### src/rtl/core/mwsf_pkg.sv
// Shared types, constants and helpers of the minimum window substring finder.
`default_nettype none
package mwsf_pkg;

	// Number of character slots and width of a text position.
	localparam int MAX_SLOTS = 8;
	localparam int POS_BITS = 16;

	// Derived widths.
	localparam int CNT_W = POS_BITS + 1;
	localparam int SLOT_CNT_W = $clog2(MAX_SLOTS + 1);
	localparam int CHAR_W = 8;
	localparam int MATCH_W = 64;
	localparam int COUNT_REG_W = 4;
	localparam int FIELD_W = 16;
	localparam int STATUS_W = 2;
	localparam int CFG_IDX_W = 1;

	// Configuration register indexes.
	localparam logic [CFG_IDX_W-1:0] REG_MATCH_CHARS = 1'd0;
	localparam logic [CFG_IDX_W-1:0] REG_CHAR_COUNT = 1'd1;

	// Result status codes.
	localparam logic [STATUS_W-1:0] ST_FOUND = 2'd0;
	localparam logic [STATUS_W-1:0] ST_NONE = 2'd1;
	localparam logic [STATUS_W-1:0] ST_SET_BIG = 2'd2;
	localparam logic [STATUS_W-1:0] ST_TOO_LONG = 2'd3;

	// One byte travelling down the row of slot cells.
	typedef struct packed {
		logic                valid;
		logic                upd;
		logic [CHAR_W-1:0]   ch;
		logic [POS_BITS-1:0] pos;
		logic                last;
		logic [POS_BITS-1:0] oldest;
		logic                complete;
		logic                set_big;
		logic                too_long;
	} token_t;

	// Clamp a value to the range of a 16-bit result field.
	function automatic logic [FIELD_W-1:0] sat_field(input logic [32:0] v);
		logic [FIELD_W-1:0] r;
		if (v > 33'd65535) begin
			r = '1;
		end else begin
			r = v[FIELD_W-1:0];
		end
		return r;
	endfunction

endpackage
`default_nettype wire

### src/rtl/core/mwsf_head.sv
// Input stage: text position counter and the token that enters the cell row.
`default_nettype none
module mwsf_head (
	input  wire logic                              clk,
	input  wire logic                              arst_n,
	input  wire logic                              enable,
	input  wire logic                              item_valid,
	input  wire logic [mwsf_pkg::CHAR_W-1:0]       ch,
	input  wire logic                              last,
	input  wire logic [mwsf_pkg::SLOT_CNT_W-1:0]   n_active,
	output mwsf_pkg::token_t                       tok
);
	import mwsf_pkg::*;

	logic [CNT_W-1:0] cnt_q;
	logic [CNT_W-1:0] cnt_after;
	logic             in_range;

	// Position counter saturates one past the last valid position.
	assign in_range = !cnt_q[POS_BITS];
	assign cnt_after = in_range ? cnt_q + CNT_W'(1) : cnt_q;

	// Build the token; the text length checks are settled here.
	always_comb begin
		tok.valid = item_valid;
		tok.upd = item_valid && in_range;
		tok.ch = ch;
		tok.pos = cnt_q[POS_BITS-1:0];
		tok.last = last;
		tok.oldest = cnt_q[POS_BITS-1:0];
		tok.complete = 1'b1;
		tok.set_big = CNT_W'(n_active) > cnt_after;
		tok.too_long = cnt_after[POS_BITS];
	end

	// Count accepted bytes and restart after the final one.
	always_ff @(posedge clk or negedge arst_n) begin
		if (!arst_n) begin
			cnt_q <= '0;
		end else if (enable && item_valid) begin
			cnt_q <= last ? '0 : cnt_after;
		end
	end

endmodule
`default_nettype wire

### src/rtl/core/mwsf_cell.sv
// One slot cell: last seen position of its character and its part of the minimum.
`default_nettype none
module mwsf_cell (
	input  wire logic                        clk,
	input  wire logic                        arst_n,
	input  wire logic                        enable,
	input  wire logic [mwsf_pkg::CHAR_W-1:0] slot_char,
	input  wire logic                        active,
	input  wire mwsf_pkg::token_t            tok_in,
	output mwsf_pkg::token_t                 tok_out
);
	import mwsf_pkg::*;

	logic                seen_q;
	logic [POS_BITS-1:0] last_pos_q;
	logic                hit;
	logic                cur_seen;
	logic [POS_BITS-1:0] cur_pos;
	token_t              nxt;
	token_t              tok_s1;

	// Slot state as it stands after this byte.
	assign hit = tok_in.upd && (tok_in.ch == slot_char);
	assign cur_seen = seen_q || hit;
	assign cur_pos = hit ? tok_in.pos : last_pos_q;

	// Fold this slot into the running completeness flag and oldest position.
	always_comb begin
		nxt = tok_in;
		nxt.complete = tok_in.complete && (!active || cur_seen);
		if (active && cur_seen && (cur_pos < tok_in.oldest)) begin
			nxt.oldest = cur_pos;
		end
	end

	// Seen bit; cleared once the final byte of a text has passed.
	always_ff @(posedge clk or negedge arst_n) begin
		if (!arst_n) begin
			seen_q <= 1'b0;
		end else if (enable && tok_in.valid) begin
			seen_q <= tok_in.last ? 1'b0 : cur_seen;
		end
	end

	// Last position is read only while the seen bit is set.
	always_ff @(posedge clk) begin
		if (enable && hit) begin
			last_pos_q <= tok_in.pos;
		end
	end

	// Hand the token to the next cell.
	always_ff @(posedge clk or negedge arst_n) begin
		if (!arst_n) begin
			tok_s1 <= '0;
		end else if (enable) begin
			tok_s1 <= nxt;
		end
	end

	assign tok_out = tok_s1;

endmodule
`default_nettype wire

### src/rtl/core/mwsf_tail.sv
// Final stage: best window tracking and the result register.
`default_nettype none
module mwsf_tail (
	input  wire logic                          clk,
	input  wire logic                          arst_n,
	input  wire logic                          enable,
	input  wire mwsf_pkg::token_t              tok,
	output logic                               res_valid,
	output logic [mwsf_pkg::STATUS_W-1:0]      status,
	output logic [mwsf_pkg::FIELD_W-1:0]       start_res,
	output logic [mwsf_pkg::FIELD_W-1:0]       length
);
	import mwsf_pkg::*;

	logic                found_q;
	logic [POS_BITS-1:0] best_start_q;
	logic [CNT_W-1:0]    best_len_q;
	logic [CNT_W-1:0]    len;
	logic                take;
	logic                nb_found;
	logic [POS_BITS-1:0] nb_start;
	logic [CNT_W-1:0]    nb_len;
	logic                res_valid_q;
	logic [STATUS_W-1:0] status_q;
	logic [FIELD_W-1:0]  start_q;
	logic [FIELD_W-1:0]  length_q;
	logic [STATUS_W-1:0] r_status;
	logic [FIELD_W-1:0]  r_start;
	logic [FIELD_W-1:0]  r_len;

	// Window ending at this byte and whether it beats the best one.
	assign len = {1'b0, tok.pos} - {1'b0, tok.oldest} + CNT_W'(1);
	assign take = tok.upd && tok.complete && (!found_q || (len < best_len_q));
	assign nb_found = take || found_q;
	assign nb_start = take ? tok.oldest : best_start_q;
	assign nb_len = take ? len : best_len_q;

	// Result for the final byte; length checks take priority.
	always_comb begin
		r_start = '0;
		r_len = '0;
		if (tok.set_big) begin
			r_status = ST_SET_BIG;
		end else if (tok.too_long) begin
			r_status = ST_TOO_LONG;
		end else if (nb_found) begin
			r_status = ST_FOUND;
			r_start = sat_field(33'(nb_start));
			r_len = sat_field(33'(nb_len));
		end else begin
			r_status = ST_NONE;
		end
	end

	// Best window state, cleared at the end of each text.
	always_ff @(posedge clk or negedge arst_n) begin
		if (!arst_n) begin
			found_q <= 1'b0;
			best_start_q <= '0;
			best_len_q <= '0;
		end else if (enable && tok.valid) begin
			if (tok.last) begin
				found_q <= 1'b0;
				best_start_q <= '0;
				best_len_q <= '0;
			end else begin
				found_q <= nb_found;
				best_start_q <= nb_start;
				best_len_q <= nb_len;
			end
		end
	end

	// Result valid flag; the row only moves when the register is free or taken.
	always_ff @(posedge clk or negedge arst_n) begin
		if (!arst_n) begin
			res_valid_q <= 1'b0;
		end else if (enable) begin
			res_valid_q <= tok.valid && tok.last;
		end
	end

	// Result payload.
	always_ff @(posedge clk) begin
		if (enable && tok.valid && tok.last) begin
			status_q <= r_status;
			start_q <= r_start;
			length_q <= r_len;
		end
	end

	assign res_valid = res_valid_q;
	assign status = status_q;
	assign start_res = start_q;
	assign length = length_q;

endmodule
`default_nettype wire

### src/rtl/core/min_window_substring_finder_unit.sv
// Top level of the minimum window substring finder: config registers and the cell row.
//
//  channel  direction  handshake                 payload
//  item     in         item_valid / item_stall   ch, last
//  result   out        res_valid / res_stall     status, start_res, length
//  config   in         cfg_we                    cfg_index, cfg_data
//
// One byte is taken every cycle while item_stall is low. A byte crosses one slot
// cell per cycle while the row moves; its result is registered in the tail after the last cell.
// Reset clears the seen bits, counters and best window at once; no clearing pass.
// While a result is held and res_stall is high the whole row freezes and
// item_stall is raised; otherwise the row moves every cycle.
`default_nettype none
module min_window_substring_finder_unit (
	input  wire logic                              clk,
	input  wire logic                              arst_n,
	input  wire logic                              item_valid,
	output logic                                   item_stall,
	input  wire logic [mwsf_pkg::CHAR_W-1:0]       ch,
	input  wire logic                              last,
	output logic                                   res_valid,
	input  wire logic                              res_stall,
	output logic [mwsf_pkg::STATUS_W-1:0]          status,
	output logic [mwsf_pkg::FIELD_W-1:0]           start_res,
	output logic [mwsf_pkg::FIELD_W-1:0]           length,
	input  wire logic                              cfg_we,
	input  wire logic [mwsf_pkg::CFG_IDX_W-1:0]    cfg_index,
	input  wire logic [mwsf_pkg::MATCH_W-1:0]      cfg_data
);
	import mwsf_pkg::*;

	logic [MATCH_W-1:0]     match_chars_q;
	logic [COUNT_REG_W-1:0] char_count_q;
	logic [SLOT_CNT_W-1:0]  n_active;
	logic                   enable;
	token_t                 tok [MAX_SLOTS+1];

	// Configuration writes.
	always_ff @(posedge clk or negedge arst_n) begin
		if (!arst_n) begin
			match_chars_q <= '0;
			char_count_q <= '0;
		end else if (cfg_we) begin
			case (cfg_index)
				REG_MATCH_CHARS: match_chars_q <= cfg_data;
				REG_CHAR_COUNT:  char_count_q <= cfg_data[COUNT_REG_W-1:0];
				default: ;
			endcase
		end
	end

	// Counts above the number of slots act as all slots.
	assign n_active = (char_count_q > COUNT_REG_W'(MAX_SLOTS)) ?
		SLOT_CNT_W'(MAX_SLOTS) : SLOT_CNT_W'(char_count_q);

	// The row advances unless a held result is being stalled.
	assign enable = !(res_valid && res_stall);
	assign item_stall = !enable;

	mwsf_head u_head (
		.clk        (clk),
		.arst_n     (arst_n),
		.enable     (enable),
		.item_valid (item_valid),
		.ch         (ch),
		.last       (last),
		.n_active   (n_active),
		.tok        (tok[0])
	);

	// Row of slot cells, one per character slot; only the first n_active slots are active.
	for (genvar k = 0; k < MAX_SLOTS; k++) begin : g_cell
		mwsf_cell u_cell (
			.clk       (clk),
			.arst_n    (arst_n),
			.enable    (enable),
			.slot_char (match_chars_q[CHAR_W*k +: CHAR_W]),
			.active    (SLOT_CNT_W'(k) < n_active),
			.tok_in    (tok[k]),
			.tok_out   (tok[k+1])
		);
	end

	mwsf_tail u_tail (
		.clk       (clk),
		.arst_n    (arst_n),
		.enable    (enable),
		.tok       (tok[MAX_SLOTS]),
		.res_valid (res_valid),
		.status    (status),
		.start_res (start_res),
		.length    (length)
	);

endmodule
`default_nettype wire

### config.mk
export PLATFORM = sky130hd
export DESIGN_NAME = min_window_substring_finder_unit
export DESIGN_NICKNAME = d
export VERILOG_FILES = /design/src/rtl/core/mwsf_pkg.sv /design/src/rtl/core/mwsf_head.sv /design/src/rtl/core/mwsf_cell.sv /design/src/rtl/core/mwsf_tail.sv /design/src/rtl/core/min_window_substring_finder_unit.sv
export SDC_FILE = /design/constraint.sdc
export NUM_CORES = 1
export LEC_CHECK = 0
export BUFFER_PORTS_ARGS = -buffer_cell sky130_fd_sc_hd__buf_2
export CAP_MARGIN = 0
export CORE_MARGIN = 4
export CORE_UTILIZATION = 55
export DETAILED_ROUTE_END_ITERATION = 8
export GPL_ROUTABILITY_DRIVEN = 0
export PLACE_DENSITY_LB_ADDON = 0.3
export SLEW_MARGIN = 20
export SYNTH_ARGS = -nofsm -noshare
export SYNTH_HDL_FRONTEND = slang
export SYNTH_SLANG_ARGS = --single-unit
### constraint.sdc
create_clock -name clk -period 13.1 [get_ports clk]
set_input_delay 0.655 -clock clk [delete_from_list [all_inputs] [get_ports clk]]
set_output_delay 0.655 -clock clk [all_outputs]
set_load 0.02 [all_outputs]
== Word-level counts from Yosys, hierarchy flattened ==
Cells that the tools add are included.
Word-level totals
  flip-flop bits (word level): 650
  input bits: 79
  output and inout bits: 36
Operators by class
  add/sub/neg operators: 3
  $lt $le $gt $ge: 20
  equal/unequal tests: 8
  muxes and demuxes: 35
  bitwise logic cells: 2
  reductions and logical operators: 87
Operators with widths (number)
  16-bit two-way mux: 19
  16-bit < comparator: 8
  17-bit two-way mux: 4
  8-bit equality test: 8
  1-bit logical AND: 54
  17-bit by 1-bit adder with 17-bit output, second input constant: 2
  1-bit logical OR: 18
  17-bit by 16-bit > comparator with 1-bit output, second input constant: 1
  4-bit by 17-bit > comparator with 1-bit output: 1
  17-bit < comparator: 1
  16-bit by 16-bit subtractor with 17-bit output: 1
  3-bit by 4-bit < comparator with 1-bit output, first input constant: 4
  1-bit logical NOT: 11
  1-bit two-way mux: 11
  1-bit by 4-bit < comparator with 1-bit output, first input constant: 2
  2-bit by 4-bit < comparator with 1-bit output, first input constant: 2
  4-bit > comparator, second input constant: 1
  4-bit two-way mux: 1
  2-bit AND reduction: 2
  3-bit OR reduction: 1
  1-bit NOT: 2
  2-bit OR reduction: 1

== Longest topological paths before layout ==
  depth in word-level cells: 8
  mapped depth: 23
  gate-level depth less buffers: 21

== By module ==
A second synthesis with hierarchy kept.
Unflattened totals
  cell total of the unflattened synthesis: 3359
  area, all modules: 36774.0 um2
By module, submodules not included
  mwsf_cell (g_cell[0].u_cell ...): times used 7, cells an instance 322, area an instance 3473.3 um2
  mwsf_tail: times used 1, cells an instance 471, area an instance 4668.2 um2
  mwsf_cell (g_cell[3].u_cell): times used 1, cells an instance 268, area an instance 3215.6 um2
  min_window_substring_finder_unit: times used 1, cells an instance 160, area an instance 2945.3 um2
  mwsf_head: times used 1, cells an instance 206, area an instance 1631.6 um2

== Least setup slack after synthesis ==
OpenSTA, ideal clock, no wires.
  kind: flip-flop to flip-flop
  from: reg g_cell[7].u_cell.tok_s1 (netlist bit g_cell[7].u_cell.tok_out[4])
  to: reg u_tail.length_q[11] (netlist: u_tail.length[11]) (data pin)
  setup time: 0.258 ns
  data arrival time: 4.112 ns
  setup slack: 8.730 ns
  stages on the path, launching flop included: 21
  path through: dfrtp_1 -> ha_1 -> inv_1 -> ha_1 -> fa_1 -> a21o_1 -> a211oi_1 -> nor2_1 -> o21ai_0 -> o2111ai_1 -> a21oi_1 -> xnor2_1 -> ha_1 -> a21oi_1 -> nor2b_1 -> o21ai_0 -> nand3_1 -> a211oi_1 -> mux2i_2 -> buf_4 -> o221a_2
Between the ends
  longest elaborated chain between the ends: 8
  elaborated cells between the ends (all ways): 11
Ends and longest elaborated chain
  from (decl): RTL line mwsf_cell.sv:20  | token_t tok_s1;
  from (signal assigned): RTL line mwsf_cell.sv:57  | tok_s1 <= nxt;
  16-bit by 16-bit subtractor with 17-bit output (*): RTL line mwsf_tail.sv:32  | assign len = {1'b0, tok.pos} - {1'b0, tok.oldest} + CNT_W'(1);
  17-bit by 1-bit adder with 17-bit output (*): RTL line mwsf_tail.sv:32
  17-bit < comparator: RTL line mwsf_tail.sv:33  | assign take = tok.upd && tok.complete && (!found_q || (len < best_len_q));
  1-bit logical OR: RTL line mwsf_tail.sv:33
  1-bit logical AND: RTL line mwsf_tail.sv:33
  17-bit two-way mux or 1-bit logical OR (tied branches): RTL line mwsf_tail.sv:36, mwsf_tail.sv:34
  17-bit by 16-bit > comparator with 1-bit output or 1-bit NOT (tied branches)
  16-bit two-way mux or 3-bit OR reduction (tied branches)
  to (signal assigned): RTL line mwsf_tail.sv:88  | length_q <= r_len;
  to (decl): RTL line mwsf_tail.sv:26  | logic [FIELD_W-1:0] length_q;
Every way passes the cells marked *; elsewhere a longest branch is shown, timed or not.
A chain may end at the register's enable or synchronous reset.

== Final worst setup path ==
  from: reg g_cell[7].u_cell.tok_s1 (netlist bit g_cell[7].u_cell.tok_out[4])
  to: reg u_tail.best_len_q[0]
Between the ends
  longest elaborated chain between the ends: 7
Ends and longest elaborated chain
  16-bit by 16-bit subtractor with 17-bit output: RTL line mwsf_tail.sv:32
  17-bit by 1-bit adder with 17-bit output: RTL line mwsf_tail.sv:32
  17-bit < comparator: RTL line mwsf_tail.sv:33
  1-bit logical OR: RTL line mwsf_tail.sv:33
  1-bit logical AND: RTL line mwsf_tail.sv:33
  17-bit two-way mux: RTL line mwsf_tail.sv:36  | assign nb_len = take ? len : best_len_q;
  17-bit two-way mux: RTL line mwsf_tail.sv:62  | if (tok.last) begin
  to (signal assigned): RTL line mwsf_tail.sv:69  | best_len_q <= nb_len;
  to (decl): RTL line mwsf_tail.sv:17  | logic [CNT_W-1:0] best_len_q;
Every way passes these cells.

==> out/metrics.csv <==
stage,metric,value,unit
synthesis,syn-instance-count,3067,
cts,clk_path_buf_depth,3,
synthesis,synth_area,31970,um2
cts,h-tree-depth,3,
floorplan,core,57590,um2
critical_path,crit_buf_inv,3,
synthesis,synth_nets,3319,
cts,cts.sinks,650,
synthesis,synth_area_leaders,"dfrtp_1 (38%), edfxtp_1 (15%), nand2_1 (9.6%), ha_1 (6.7%), mux2_2 (5.6%)",
floorplan,dieArea,62050,um2
final_layout,register_area,17080,um2
cts,cts_hold_buf,0,
critical_path,cpMaxStageDelayCell,dfrtp_1,
timing,drv_slew,0,
routing,drtPass1Iterations,5,
timing,finalHoldViolCount,0,
synthesis,ys_ff_latch,650,
timing,setup_viol,0,
synthesis,synth_edf_count,162,
power,total_power,0.005763,W
timing,finalCritPeriodShare,39.78,%
synthesis,synth_cell_types,75,
synthesis,yosys.area.top_type,dfrtp_1,
synthesis,postSynthAreaPerCell,10.42,um2
routing,drtIter0Drc,1293,
global_route,grt_pass1_wl,115500,um
synthesis,async_flop_share,75.08,%
final_layout,multi_input_area,13660,um2
critical_path,crit_path_max_incr_delay,410,ps
cts,clk_latency,610,ps
cts,cts_tree,built,
synthesis,synth_most_common_cell,nand2_1,
synthesis,netlist.area_leader.share,38.20,%
routing,via_per_inst,5.587,
power,ir_drop,0.1307,mV
synthesis,synth-seq-area-share,53.42,%
floorplan,io_pins,115,
critical_path,endpoint_kind,flip-flop,
final_layout,fin_nets,3391,
timing,min_period,5211,ps
routing,drc_errors,0,
floorplan,initial_core_util,55.51,%
routing,avgRoutedWirePerCell,17.52,um
placement,io_buffers,114,
global_route,grt_pass1_vias,23030,
timing,tns,0,ps
critical_path,critPathMaxFanout,26,
cts,cts_resized,0,
timing,tightest_slew,1126,ps
routing,vias,22120,
floorplan,die_w,249.1,um
placement,dpl.hpwl,48140,um
final_layout,diodes,0,
outcome,status,finished clean,
critical_path,cp-start-kind,flip-flop,
global_route,grt_max_degree,202,
placement,dpl_cell_area,33240,um2
job,max-cap-violations,0,
critical_path,worstSetupPathType,reg -> reg,
cts,cts-root-buf,clkbuf_16,
global_route,track_usage,22.29,%
routing,wirelength,69350,um
critical_path,worstPathArrival,5740,ps
power,p_per_area,162.3,nW/um2
routing,final_antenna_net_count,0,
final_layout,n_fill_cell,4594,
critical_path,required,13630,ps
timing,relSlewSlack,24.68,%
cts,cts_setup_buffers,0,
floorplan,core.rowCount,88,
final_layout,drive_gt1_share,14.43,%
synthesis,synth_common_cells,"nand2_1 (821), dfrtp_1 (488), inv_1 (192)",
final_layout,area_delta_synth_final,11.09,%
cts,clk_pin_slew,60,ps
synthesis,ys.flop_type,dfrtp_1,
synthesis,yosys_warnings,0,
power,p_leak,16.19,nW
timing,fmax,191.9,MHz
global_route,antenna_found_initial,1,
min_path,hold_path.class,in -> async,
critical_path,worstPathCellList,ha_1 > inv_1 > ha_1 > fa_1 > a21o_1 > a211oi_1 > nor2_1 > o21ai_0 > o2111ai_1 > a21oi_1 > xnor2_1 > ha_1 > a21oi_1 > nor2b_1 > o21ai_0 > nand3_1 > a21o_1 > buf_4 > nor3_2 > buf_4 > a22o_1,
final_layout,final_area,35510,um2
critical_path,path_delay_family,compound AO/OA/AOI/OAI gates,
timing,fin_skew,37.90,ps
global_route,gr-total-overflow,0,
critical_path,crit_top_cell,ha_1,
floorplan,die_h,249.1,um
timing,rsz0062_at_grt,no,
cts,cts_buffers,69,
[per-layer routing]
layer	GRT usage, %	up-vias	part of all wire, %
li1	-	10740	-
met1	26.83	10720	41
met2	39.81	468	51
met3	3.090	186	3.0
met4	10.38	2	4.7
met5	0	-	0.019
[report_power, final]
| part | switching, W | total [W] | internal [W] | leakage [nW] |
|---|---|---|---|---|
| Sequential | 0.000234 | 0.00258 | 0.00235 | 8.00 |
| Combinational | 0.000769 | 0.00128 | 0.000510 | 7.10 |
| Clock | 0.000794 | 0.00190 | 0.00111 | 1.09 |
[layout by cell type, fill, tap and decap left out, types with 16 or more instances in the layout]
cell type,count
clkbuf_1,21
and3_1,20
o21ai_0,153
mux2i_1,118
o21ai_1,55
a31oi_1,24
nand4_1,29
o311ai_1,16
inv_1,192
nor2_1,69
edfxtp_1,162
clkbuf_16,70
buf_4,23
dfrtp_1,488
xnor2_1,81
a21oi_1,48
nand3_1,43
mux2_2,160
buf_2,113
ha_1,172
a21o_1,45
nand2_1,820
a22o_1,32
[stage by stage]
| step | setup slack, ps | hold slack [ps] | cells | utilization, % |
|---|---|---|---|---|
| global placement | 8040 | 427.1 | 3832 | 57.69 |
| detailed placement | 7889 | 437.9 | 3832 | 57.73 |
| global route | 7441 | 162.6 | 3959 | 61.67 |
| CTS | 7840 | 143.6 | 3958 | 61.59 |
| floorplan | 8730 | 359.4 | 3067 | - |
| finish | 7889 | 107.5 | 3959 | 61.67 |
[area by class of cell]
cell class | count | share of cell area (%)
repair buffers | 143 | 2.431
clock buffers | 101 | 5.542
flip-flops and latches | 650 | 48.08
multi-input cells | 2082 | 38.47
inverters | 193 | 2.061
well taps | 765 | 2.695
clock inverters | 25 | 0.7222
[final timing paths]
kind / slack [ps] / from / to / cells after the start
hold reg to reg: 450 / g_cell[0].u_cell.tok_out[20]$_DFFE_PN0N_ / g_cell[1].u_cell.last_pos_q[0]$_DFFE_PP_ / 0
min in group clk: 280 / cfg_data[14] / match_chars_q[14]$_DFFE_PN0P_ / 2
max in group asynchronous: 10760 / arst_n / g_cell[0].u_cell.tok_out[13]$_DFFE_PN0N_ / 3
setup / recovery: 7890 / g_cell[7].u_cell.tok_out[4]$_DFFE_PN0N_ / u_tail.best_len_q[0]$_DFFE_PN0P_ / 21
hold / removal: 110 / arst_n / u_tail.best_len_q[13]$_DFFE_PN0P_ / 1
setup reg to reg: 7890 / g_cell[7].u_cell.tok_out[4]$_DFFE_PN0N_ / u_tail.best_len_q[0]$_DFFE_PN0P_ / 21
[flip-flops by register name, indices dropped and copies added (netlist names)]
name,cells
u_tail.res_valid,1
u_tail.found_q,1
u_head.cnt_q,17
match_chars_q,64
u_tail.best_len_q,17
u_tail.best_start_q,16
g_cell.u_cell.seen_q,8
u_tail.status,2
u_tail.start_res,16
char_count_q,4
g_cell.u_cell.last_pos_q,128
g_cell.u_cell.tok_out,360
u_tail.length,16
[logic make-up (layout without fill, tap and decap cells)]
kind of cell	after synthesis	after routing	share of synthesized area (%)
and+or+nand+nor	1062	1062	13.83
DFF	650	650	53.42
AOI/OAI and AO/OA	484	484	10.05
buffers and inverters	335	462	4.235
muxes	279	279	9.374
adders and majority gates	173	173	6.795
xor gates and xnor gates	84	84	2.301
(Power assumes the default switching activity.)
